===== config.mk =====
export PLATFORM = sky130hd
export DESIGN_NAME = subtractive_lagged_rng
export DESIGN_NICKNAME = d
export VERILOG_FILES = /design/src/rtl/core/slrng_pkg.sv /design/src/rtl/core/subtractive_lagged_rng.sv
export SDC_FILE = /design/constraint.sdc
export NUM_CORES = 2
export LEC_CHECK = 0
export BUFFER_PORTS_ARGS = -buffer_cell sky130_fd_sc_hd__buf_2
export CAP_MARGIN = 20
export CORE_MARGIN = 3
export CORE_UTILIZATION = 50
export DETAILED_ROUTE_END_ITERATION = 10
export PLACE_DENSITY = 0.76
export SLEW_MARGIN = 20
export SYNTH_ARGS = -nofsm -noshare
export SYNTH_HDL_FRONTEND = slang
export SYNTH_SLANG_ARGS = --single-unit

===== constraint.sdc =====
create_clock -name i_clk -period 11 [get_ports i_clk]
set_input_delay 2.2 -clock i_clk [delete_from_list [all_inputs] [get_ports i_clk]]
set_output_delay 2.2 -clock i_clk [all_outputs]
set_load 0.05 [all_outputs]

===== src/rtl/core/slrng_pkg.sv =====
package slrng_pkg;

    // value and table geometry
    localparam int unsigned WORD_W    = 30;
    localparam int unsigned SEED_W    = 28;
    localparam int unsigned ADDR_W    = 6;
    localparam int unsigned POS_W     = 7;
    localparam int unsigned PASS_W    = 2;

    typedef logic [WORD_W-1:0] t_word;
    typedef logic [SEED_W-1:0] t_seed;
    typedef logic [ADDR_W-1:0] t_addr;

    localparam t_word MODULUS     = 30'd1000000000;
    localparam t_seed SEED_BASE   = 28'd161803398;
    localparam t_addr TABLE_LEN   = 6'd55;
    localparam t_addr FILL_STRIDE = 6'd21;
    localparam t_addr WARM_OFFSET = 6'd30;
    localparam t_addr LAG_START   = 6'd31;
    localparam t_addr LAST_FILL   = 6'd54;
    localparam logic [PASS_W-1:0] LAST_PASS = 2'd3;

    // sequencer states
    typedef enum logic [2:0] {
        ST_IDLE,
        ST_FILL,
        ST_WARM_RD,
        ST_WARM_WR,
        ST_DRAW_RD,
        ST_DRAW_WR
    } t_state;

    // subtraction modulo 10^9 for operands already below the modulus
    function automatic t_word mod_sub(input t_word a, input t_word b);
        logic [WORD_W:0] wrap;
        wrap = {1'b0, a} + {1'b0, MODULUS} - {1'b0, b};
        return (a >= b) ? (a - b) : wrap[WORD_W-1:0];
    endfunction

endpackage


===== src/rtl/core/subtractive_lagged_rng.sv =====
// subtractive lagged random generator over a 55-entry table modulo 10^9
//
// input channel: i_valid with i_reseed and i_seed, o_stall back to the
// sender; a request is taken on an edge with i_valid high and o_stall low.
// output channel: o_valid with o_random_value, i_stall from the receiver.
// every request yields exactly one draw.
//
// a plain draw reads two table entries, then subtracts and writes back;
// o_valid rises with that write back, which waits while an earlier draw
// is still stalled in the output register. o_stall is high from acceptance
// until the write back, so the next request waits; all states share the single modulo subtractor.
// a reseed request, and the first request after reset, rebuilds the table
// first: the starting value, a scattered fill of the other 54 entries and
// four warm-up passes over all 55 entries, then the draw as above; o_stall
// stays high until that draw is written back.
//
// reset sets the pointers to 0 and 31 and clears the output valid and the
// seeded flag; the table itself is left as it is and is always rebuilt
// before use.
// while the receiver stalls, the finished draw holds in the output register;
// a following request is still taken and its draw waits before write back.
module subtractive_lagged_rng
    import slrng_pkg::*;
(
    input  logic        i_clk,
    input  logic        i_rst_n,
    input  logic        i_valid,
    input  logic        i_reseed,
    input  logic [27:0] i_seed,
    output logic        o_stall,
    output logic        o_valid,
    output logic [29:0] o_random_value,
    input  logic        i_stall
);

    // lag table storage
    t_word r_table [0:TABLE_LEN-1];

    t_state r_state, n_state;
    t_addr  r_read, n_read;
    t_addr  r_lag, n_lag;
    logic   r_seeded, n_seeded;
    logic   r_out_valid, n_out_valid;

    t_word  r_cur, n_cur;
    t_word  r_nxt, n_nxt;
    t_addr  r_pos, n_pos;
    t_addr  r_cnt, n_cnt;
    t_addr  r_idx, n_idx;
    logic [PASS_W-1:0] r_pass, n_pass;
    t_word  r_rd_a, r_rd_b;
    t_word  r_random_value, n_random_value;

    logic   accept;
    t_seed  seed_sat;
    t_word  op_a, op_b, diff;
    logic   rd_en;
    t_addr  rd_addr_a, rd_addr_b;
    logic   wr_en;
    t_addr  wr_addr;
    t_word  wr_data;
    logic [POS_W-1:0] pos_sum, warm_sum;
    logic   out_free;

    assign o_stall        = (r_state != ST_IDLE);
    assign o_valid        = r_out_valid;
    assign o_random_value = r_random_value;
    assign accept         = i_valid && (r_state == ST_IDLE);
    assign out_free       = !(r_out_valid && i_stall);

    assign seed_sat = (i_seed > SEED_BASE) ? SEED_BASE : i_seed;

    // shared modulo subtractor operand select
    always_comb begin
        unique case (r_state)
            ST_IDLE: begin
                op_a = {{(WORD_W-SEED_W){1'b0}}, SEED_BASE};
                op_b = {{(WORD_W-SEED_W){1'b0}}, seed_sat};
            end
            ST_FILL: begin
                op_a = r_cur;
                op_b = r_nxt;
            end
            default: begin
                op_a = r_rd_a;
                op_b = r_rd_b;
            end
        endcase
    end

    assign diff = mod_sub(op_a, op_b);

    // stride and lag position arithmetic
    assign pos_sum  = {1'b0, r_pos} + {1'b0, FILL_STRIDE};
    assign warm_sum = {1'b0, r_idx} + {1'b0, WARM_OFFSET};

    // next state and datapath control
    always_comb begin
        n_state        = r_state;
        n_read         = r_read;
        n_lag          = r_lag;
        n_seeded       = r_seeded;
        n_out_valid    = r_out_valid && i_stall;
        n_cur          = r_cur;
        n_nxt          = r_nxt;
        n_pos          = r_pos;
        n_cnt          = r_cnt;
        n_idx          = r_idx;
        n_pass         = r_pass;
        n_random_value = r_random_value;
        rd_en          = 1'b0;
        rd_addr_a      = r_idx - 6'd1;
        rd_addr_b      = (warm_sum >= {1'b0, TABLE_LEN}) ?
                         ADDR_W'(warm_sum - {1'b0, TABLE_LEN}) : ADDR_W'(warm_sum);
        wr_en          = 1'b0;
        wr_addr        = r_idx - 6'd1;
        wr_data        = diff;

        unique case (r_state)
            ST_IDLE: begin
                if (accept) begin
                    if (i_reseed || !r_seeded) begin
                        // starting value goes to the last entry
                        wr_en   = 1'b1;
                        wr_addr = TABLE_LEN - 6'd1;
                        n_cur   = diff;
                        n_nxt   = 30'd1;
                        n_pos   = FILL_STRIDE;
                        n_cnt   = 6'd1;
                        n_state = ST_FILL;
                    end else begin
                        n_read  = (r_read >= TABLE_LEN) ? 6'd1 : r_read + 6'd1;
                        n_lag   = (r_lag >= TABLE_LEN) ? 6'd1 : r_lag + 6'd1;
                        n_state = ST_DRAW_RD;
                    end
                end
            end
            ST_FILL: begin
                // scattered fill at stride 21
                wr_en   = 1'b1;
                wr_addr = r_pos - 6'd1;
                wr_data = r_nxt;
                n_nxt   = diff;
                n_cur   = r_nxt;
                n_pos   = (pos_sum >= {1'b0, TABLE_LEN}) ?
                          ADDR_W'(pos_sum - {1'b0, TABLE_LEN}) : ADDR_W'(pos_sum);
                if (r_cnt == LAST_FILL) begin
                    n_idx   = 6'd1;
                    n_pass  = '0;
                    n_state = ST_WARM_RD;
                end else begin
                    n_cnt = r_cnt + 6'd1;
                end
            end
            ST_WARM_RD: begin
                rd_en   = 1'b1;
                n_state = ST_WARM_WR;
            end
            ST_WARM_WR: begin
                // entry minus the one 31 places on
                wr_en = 1'b1;
                if (r_idx == TABLE_LEN) begin
                    n_idx = 6'd1;
                    if (r_pass == LAST_PASS) begin
                        n_read   = 6'd1;
                        n_lag    = LAG_START + 6'd1;
                        n_seeded = 1'b1;
                        n_state  = ST_DRAW_RD;
                    end else begin
                        n_pass  = r_pass + 2'd1;
                        n_state = ST_WARM_RD;
                    end
                end else begin
                    n_idx   = r_idx + 6'd1;
                    n_state = ST_WARM_RD;
                end
            end
            ST_DRAW_RD: begin
                rd_en     = 1'b1;
                rd_addr_a = r_read - 6'd1;
                rd_addr_b = r_lag - 6'd1;
                n_state   = ST_DRAW_WR;
            end
            ST_DRAW_WR: begin
                // write back and present once the output register is free
                wr_addr = r_read - 6'd1;
                if (out_free) begin
                    wr_en          = 1'b1;
                    n_random_value = diff;
                    n_out_valid    = 1'b1;
                    n_state        = ST_IDLE;
                end
            end
            default: begin
                n_state = ST_IDLE;
            end
        endcase
    end

    // control registers
    always_ff @(posedge i_clk) begin
        if (!i_rst_n) begin
            r_state     <= ST_IDLE;
            r_read      <= '0;
            r_lag       <= LAG_START;
            r_seeded    <= 1'b0;
            r_out_valid <= 1'b0;
        end else begin
            r_state     <= n_state;
            r_read      <= n_read;
            r_lag       <= n_lag;
            r_seeded    <= n_seeded;
            r_out_valid <= n_out_valid;
        end
    end

    // datapath registers
    always_ff @(posedge i_clk) begin
        r_cur          <= n_cur;
        r_nxt          <= n_nxt;
        r_pos          <= n_pos;
        r_cnt          <= n_cnt;
        r_idx          <= n_idx;
        r_pass         <= n_pass;
        r_random_value <= n_random_value;
    end

    // table write port and registered reads
    always_ff @(posedge i_clk) begin
        if (wr_en) begin
            r_table[wr_addr] <= wr_data;
        end
        if (rd_en) begin
            r_rd_a <= r_table[rd_addr_a];
            r_rd_b <= r_table[rd_addr_b];
        end
    end

endmodule


# == After elaboration in Yosys (flattened, before gate mapping) ==
# Memory sizes are Yosys's and may differ from the RTL's. A register that Yosys moved wholly into a read port is not among the register bits.
# Index checks and enable logic that the tools add are counted.
# word_totals
register_bits,127
mem_bits_rw,1650
in_bits,33
word_cells,131
mem_count,1
# memory_table
memory,words,word_bits,read_ports,rd_ports_with_merged_regs,write_ports,line,text
r_table,55,30,2,2,1,subtractive_lagged_rng.sv:37,t_word r_table [0:TABLE_LEN-1];
# classes
addsub,16
n_lt_le_gt_ge,6
n_eq_ne,17
mux,59
bitwise,1
reduce_logical,19
# ops
cell,count
case mux 30 bit (2 select lines),4
2-to-1 mux 30 bit,6
2-to-1 mux 6 bit,23
case mux 6 bit (2 select lines),5
subtractor 30 bit,2
"adder 30 bit, second input constant",1
greater-or-equal comparator 30 bit,1
"greater-than comparator 28 bit, second input constant",1
2-to-1 mux 28 bit,1
"adder 6 x 1 -> 6 bit, second input constant",4
"subtractor 6 x 1 -> 6 bit, second input constant",4
2-to-1 mux 3 bit,6
case mux 3 bit (6 select lines),1
case mux 6 bit (3 select lines),1
"!= test 2 bit, second input constant",8
"adder 6 x 5 -> 7 bit, second input constant",2
"greater-or-equal comparator 7 x 6 -> 1 bit, second input constant",2
"equality test 6 bit, second input constant",2
"greater-or-equal comparator 6 bit, second input constant",2
"subtractor 6 bit, second input constant",2
AND reduction 3 bit,3
AND reduction 4 bit,2
2-to-1 mux 1 bit,7
"equality test 3 x 2 -> 1 bit, second input constant",2
18 further kinds,26

# == Longest topological paths before layout ==
# depth
depth_word,8
mapped_depth,25
mapped_depth_nobuf,25

# == Worst setup path after synthesis ==
# OpenSTA, ideal clock, no wires.
# synth_timing
path_kind,input to register
from,input i_seed[17]
to,register r_cur[23] (data pin)
setup_ps,658
t_arrival_ps,9640
t_required_ps,10342
slack_ps,702
stages,24
n_path_buf,0
path_cell_list,or2_1 -> or4_4 -> a2111oi_4 -> nor3_4 -> nor2_1 -> nor2_1 -> nor2_1 -> a21oi_1 -> a21oi_1 -> inv_1 -> ha_1 -> ha_1 -> fa_1 -> a21o_1 -> a21oi_1 -> nor2b_1 -> o41a_1 -> or4b_1 -> and3_1 -> a21oi_1 -> o21ai_0 -> nor2_1 -> nor3_1 -> a211oi_1
# synth_via
elab_chain_len,8
# synth_rtl
item,line,text
from (decl),subtractive_lagged_rng.sv:29,"input logic [27:0] i_seed,"
greater-than comparator 28 bit,subtractive_lagged_rng.sv:71,assign seed_sat = (i_seed > SEED_BASE) ? SEED_BASE : i_seed;
2-to-1 mux 28 bit *,subtractive_lagged_rng.sv:71,
case mux 30 bit (2 select lines) *,subtractive_lagged_rng.sv:75,unique case (r_state)
"subtractor 30 bit, or another cell as far along",slrng_pkg.sv:36,"wrap = {1'b0, a} + {1'b0, MODULUS} - {1'b0, b};"
2-to-1 mux 30 bit *,slrng_pkg.sv:37,return (a >= b) ? (a - b) : wrap[WORD_W-1:0];
2-to-1 mux 30 bit *,subtractive_lagged_rng.sv:122,if (i_reseed || !r_seeded) begin
2-to-1 mux 30 bit *,subtractive_lagged_rng.sv:121,if (accept) begin
case mux 30 bit (2 select lines) *,subtractive_lagged_rng.sv:119,unique case (r_state)
net n_cur[23],subtractive_lagged_rng.sv:45,"t_word r_cur, n_cur;"
to (signal assigned),subtractive_lagged_rng.sv:219,r_cur <= n_cur;
to (decl),subtractive_lagged_rng.sv:45,
# Mark *: on every way through the listed nets, which the timed path passes. The rest lies on a longest branch. The select of a mux whose other input is x is not followed.
# A chain may end at the register's enable or synchronous reset.

# == Worst setup path in the final report ==
# layout_timing
from,input i_seed[17]
to,memory r_table[19][27] (netlist name) (data pin)
# layout_via
elab_chain_len,6
# layout_rtl
item,line,text
greater-than comparator 28 bit,subtractive_lagged_rng.sv:71,
2-to-1 mux 28 bit *,subtractive_lagged_rng.sv:71,
case mux 30 bit (2 select lines) *,subtractive_lagged_rng.sv:75,
"subtractor 30 bit, or another cell as far along",slrng_pkg.sv:36,
2-to-1 mux 30 bit *,slrng_pkg.sv:37,
net diff[27],subtractive_lagged_rng.sv:56,"t_word op_a, op_b, diff;"
2-to-1 mux 30 bit *,subtractive_lagged_rng.sv:119,
to (decl),subtractive_lagged_rng.sv:37,
# Mark *: on every way through the listed nets, which the timed path passes. The rest lies on a longest branch.

==> reports/qor.txt <==
cts hold-fix bufs - 0
setup_tns - 0 ns
WL final - 259 mm
Max Clk Rate - 108 MHz
DRC Markers - 0
Total GRT Usage - 27.9%
antenna viol nets, final - 0
root buffer cell - clkbuf_16
CTS max path bufs - 3
WP data required - 11.46 ns
Setup-failing EPs final - 0
most frequent cells in the layout - edfxtp_1, mux4_2, nand2_1, nor2_1, mux2i_1
CTS tree - yes
number of synthesized flops with an enable pin - 1820
Final Cycle Share - 83.9%
Max-slew headroom - 26.8%
initial antenna violation count - 14
Initial DRC Count - 8502
GPL Wtd Cong - 0.946
Post-Syn Area - 90200 um^2
critical path type - in2reg
Worst Path Max Fanout - 56
CTS H-tree lvls - 4
vias per inst - 6.93
DRT Pass-1 Iters - 6
vias in the first global route - 55413
CP max stage cell - mux2_2
max incr delay on CP - 0.88 ns
Initial Util - 50.4%
routed vias - 56141
Post-CTS Setup Bufs - 0
asr flop ratio synth - 0%
max-cap viol count - 0
outcome - completed
CP dominant cell by count - a21oi_1
Hold Path Class - reg2reg
Primary FF master, synth - edfxtp_1
CP arrival - 9.69 ns
Avg Synthesized Cell Area - 16.1 um^2
sequential share of the synthesized area - 61.0%
RSZ-0062 raised after global routing - false
P&R area growth vs syn - 10.9%
CTS resizes - 0
CTS clk-pin slew, worst paths - 0.06 ns
Rows - 155
CTS Buf Count - 180
clock period minus worst slack - 9.23 ns
Synth Net Count - 5722
Netlist cell types - 81
largest net degree at the start of global routing - 141
Final Slew Violations - 0
Synth warnings - 0
CP Launch Type - input pin
clock skew - 0.0279 ns
grt ovf - 0
Layout Nets - 5714
DP HPWL - 151 mm
Die Footprint - 185000 um^2
Die W - 431 um
first-pass GRT wire length - 378 mm
layout cell share with drive strength beyond 1 - 24.7%
worst slew pin tran - 1.10 ns
Wirelength per Cell - 32.0 um
CTS Sinks - 1837
Die Ht - 431 um
utilization after layout - 55.9%
Final Hold Fails - 0
Clk Latency, worst-skew pair - 0.83 ns
Crit. End Element - flip-flop
Buf/Inv on CP - 2
Port Buf Inserts - 64
family with the most delay on the worst path - simple AND/OR/NAND/NOR gates
#FFs+latches synth - 1837
# IOs - 65
Core Box Area - 179000 um^2
most common cell after layout, fill and taps aside - edfxtp_1
Post-Synthesis Cells - 5600
-- worst register-to-register path: cells and delay by family, from the launching register on --
kind / cells / cell delay [ns]
AND/OR/NAND/NOR: 5 / 2.42
multiplexers: 2 / 1.09
XOR/XNOR: 1 / 0.11
AO/OA/AOI/OAI: 7 / 1.92
buffers and inverters: 3 / 0.67
flip-flops: 1 / 0.53
adder cells (fa/ha/maj): 3 / 0.83
-- sequential cells by signal (all words and copies together), names as in the netlist, 30 cells and up --
| name | flops |
|---|---|
| r_table | 1650 |
| r_cur | 30 |
| r_nxt | 30 |
| r_rd_b | 30 |
| r_rd_a | 30 |
| o_random_value | 30 |
-- Yosys cell counts, drive strengths merged, types with 12 or more instances --
library cell  count  area share, %
nor2b            75           0.52
buf             150           0.71
clkbuf          252            1.0
o21ai           136           0.77
a21oi           269            1.5
a22oi            12           0.10
and3             12          0.083
xor2             35           0.34
a221oi           35           0.34
inv             112           0.47
o211ai           41           0.34
nor2            372            1.5
a21o             20           0.17
o22a             13           0.13
mux4            750             19
dfxtp            17           0.38
o21bai           12           0.10
nand2           366            1.5
mux2i           290            3.2
a31oi            16           0.12
mux2             79           0.99
o311ai           35           0.34
a22o             14           0.14
ha               77            1.1
edfxtp         1820             61
a311oi           33           0.32
nand4            12          0.083
nor3             20           0.12
xnor2            56           0.54
and2             31           0.22
a211oi           97           0.81
fa               12           0.27
nand3           178           0.99
o21a             12           0.10
-- per-stage QoR --
stage,worst slack [ns],cell area (um^2),hold slack [ns],std cells
after floorplan,0.702,90200,0.442,5600
after global placement,1.20,93900,0.450,7760
after detailed placement,1.06,93900,0.462,7760
after CTS,1.91,99800,0.475,8088
after global routing,1.26,100000,0.522,8093
final,1.77,100000,0.474,8096
-- cell families after synthesis --
| group | synth area share, % |
|---|---|
| and+or+nand+nor | 5.55 |
| DFF | 61.0 |
| xor gates and xnor gates | 0.909 |
| muxes | 22.9 |
| AOI/OAI and AO/OA | 5.97 |
| adders and majority gates | 1.40 |
| buffers and inverters | 2.22 |
-- layout make-up --
class                   instances  area (um^2)
fillers                     13275        78800
inverters                     113          424
flip-flops and latches       1837        55000
diodes                          3         7.51
repair buffers                212         1680
clock inverters               124         1170
multi-input cells            3248        34000
clock buffers                 204         4730
well taps                    2355         2950
-- routing by layer --
layer | global-route usage, % | wire length (um)
met1 | 37.1 | 92000
met2 | 43.4 | 120000
met3 | 7.90 | 34800
met4 | 11.7 | 11400
met5 | 0 | 88
-- final timing paths --
| check | startpoint | endpoint | slack [ns] | cells after the start |
|---|---|---|---|---|
| min | r_seeded | r_seeded | 0.47 | 1 |
| max reg2reg | r_state[2] | r_table[19][27] | 3.00 | 21 |
| min reg2reg | r_seeded | r_seeded | 0.47 | 1 |
| max | i_seed[17] | r_table[19][27] | 1.77 | 26 |
Power is not shown: default switching activity piles up to over one toggle a cycle in this logic, so the estimate is an artifact.
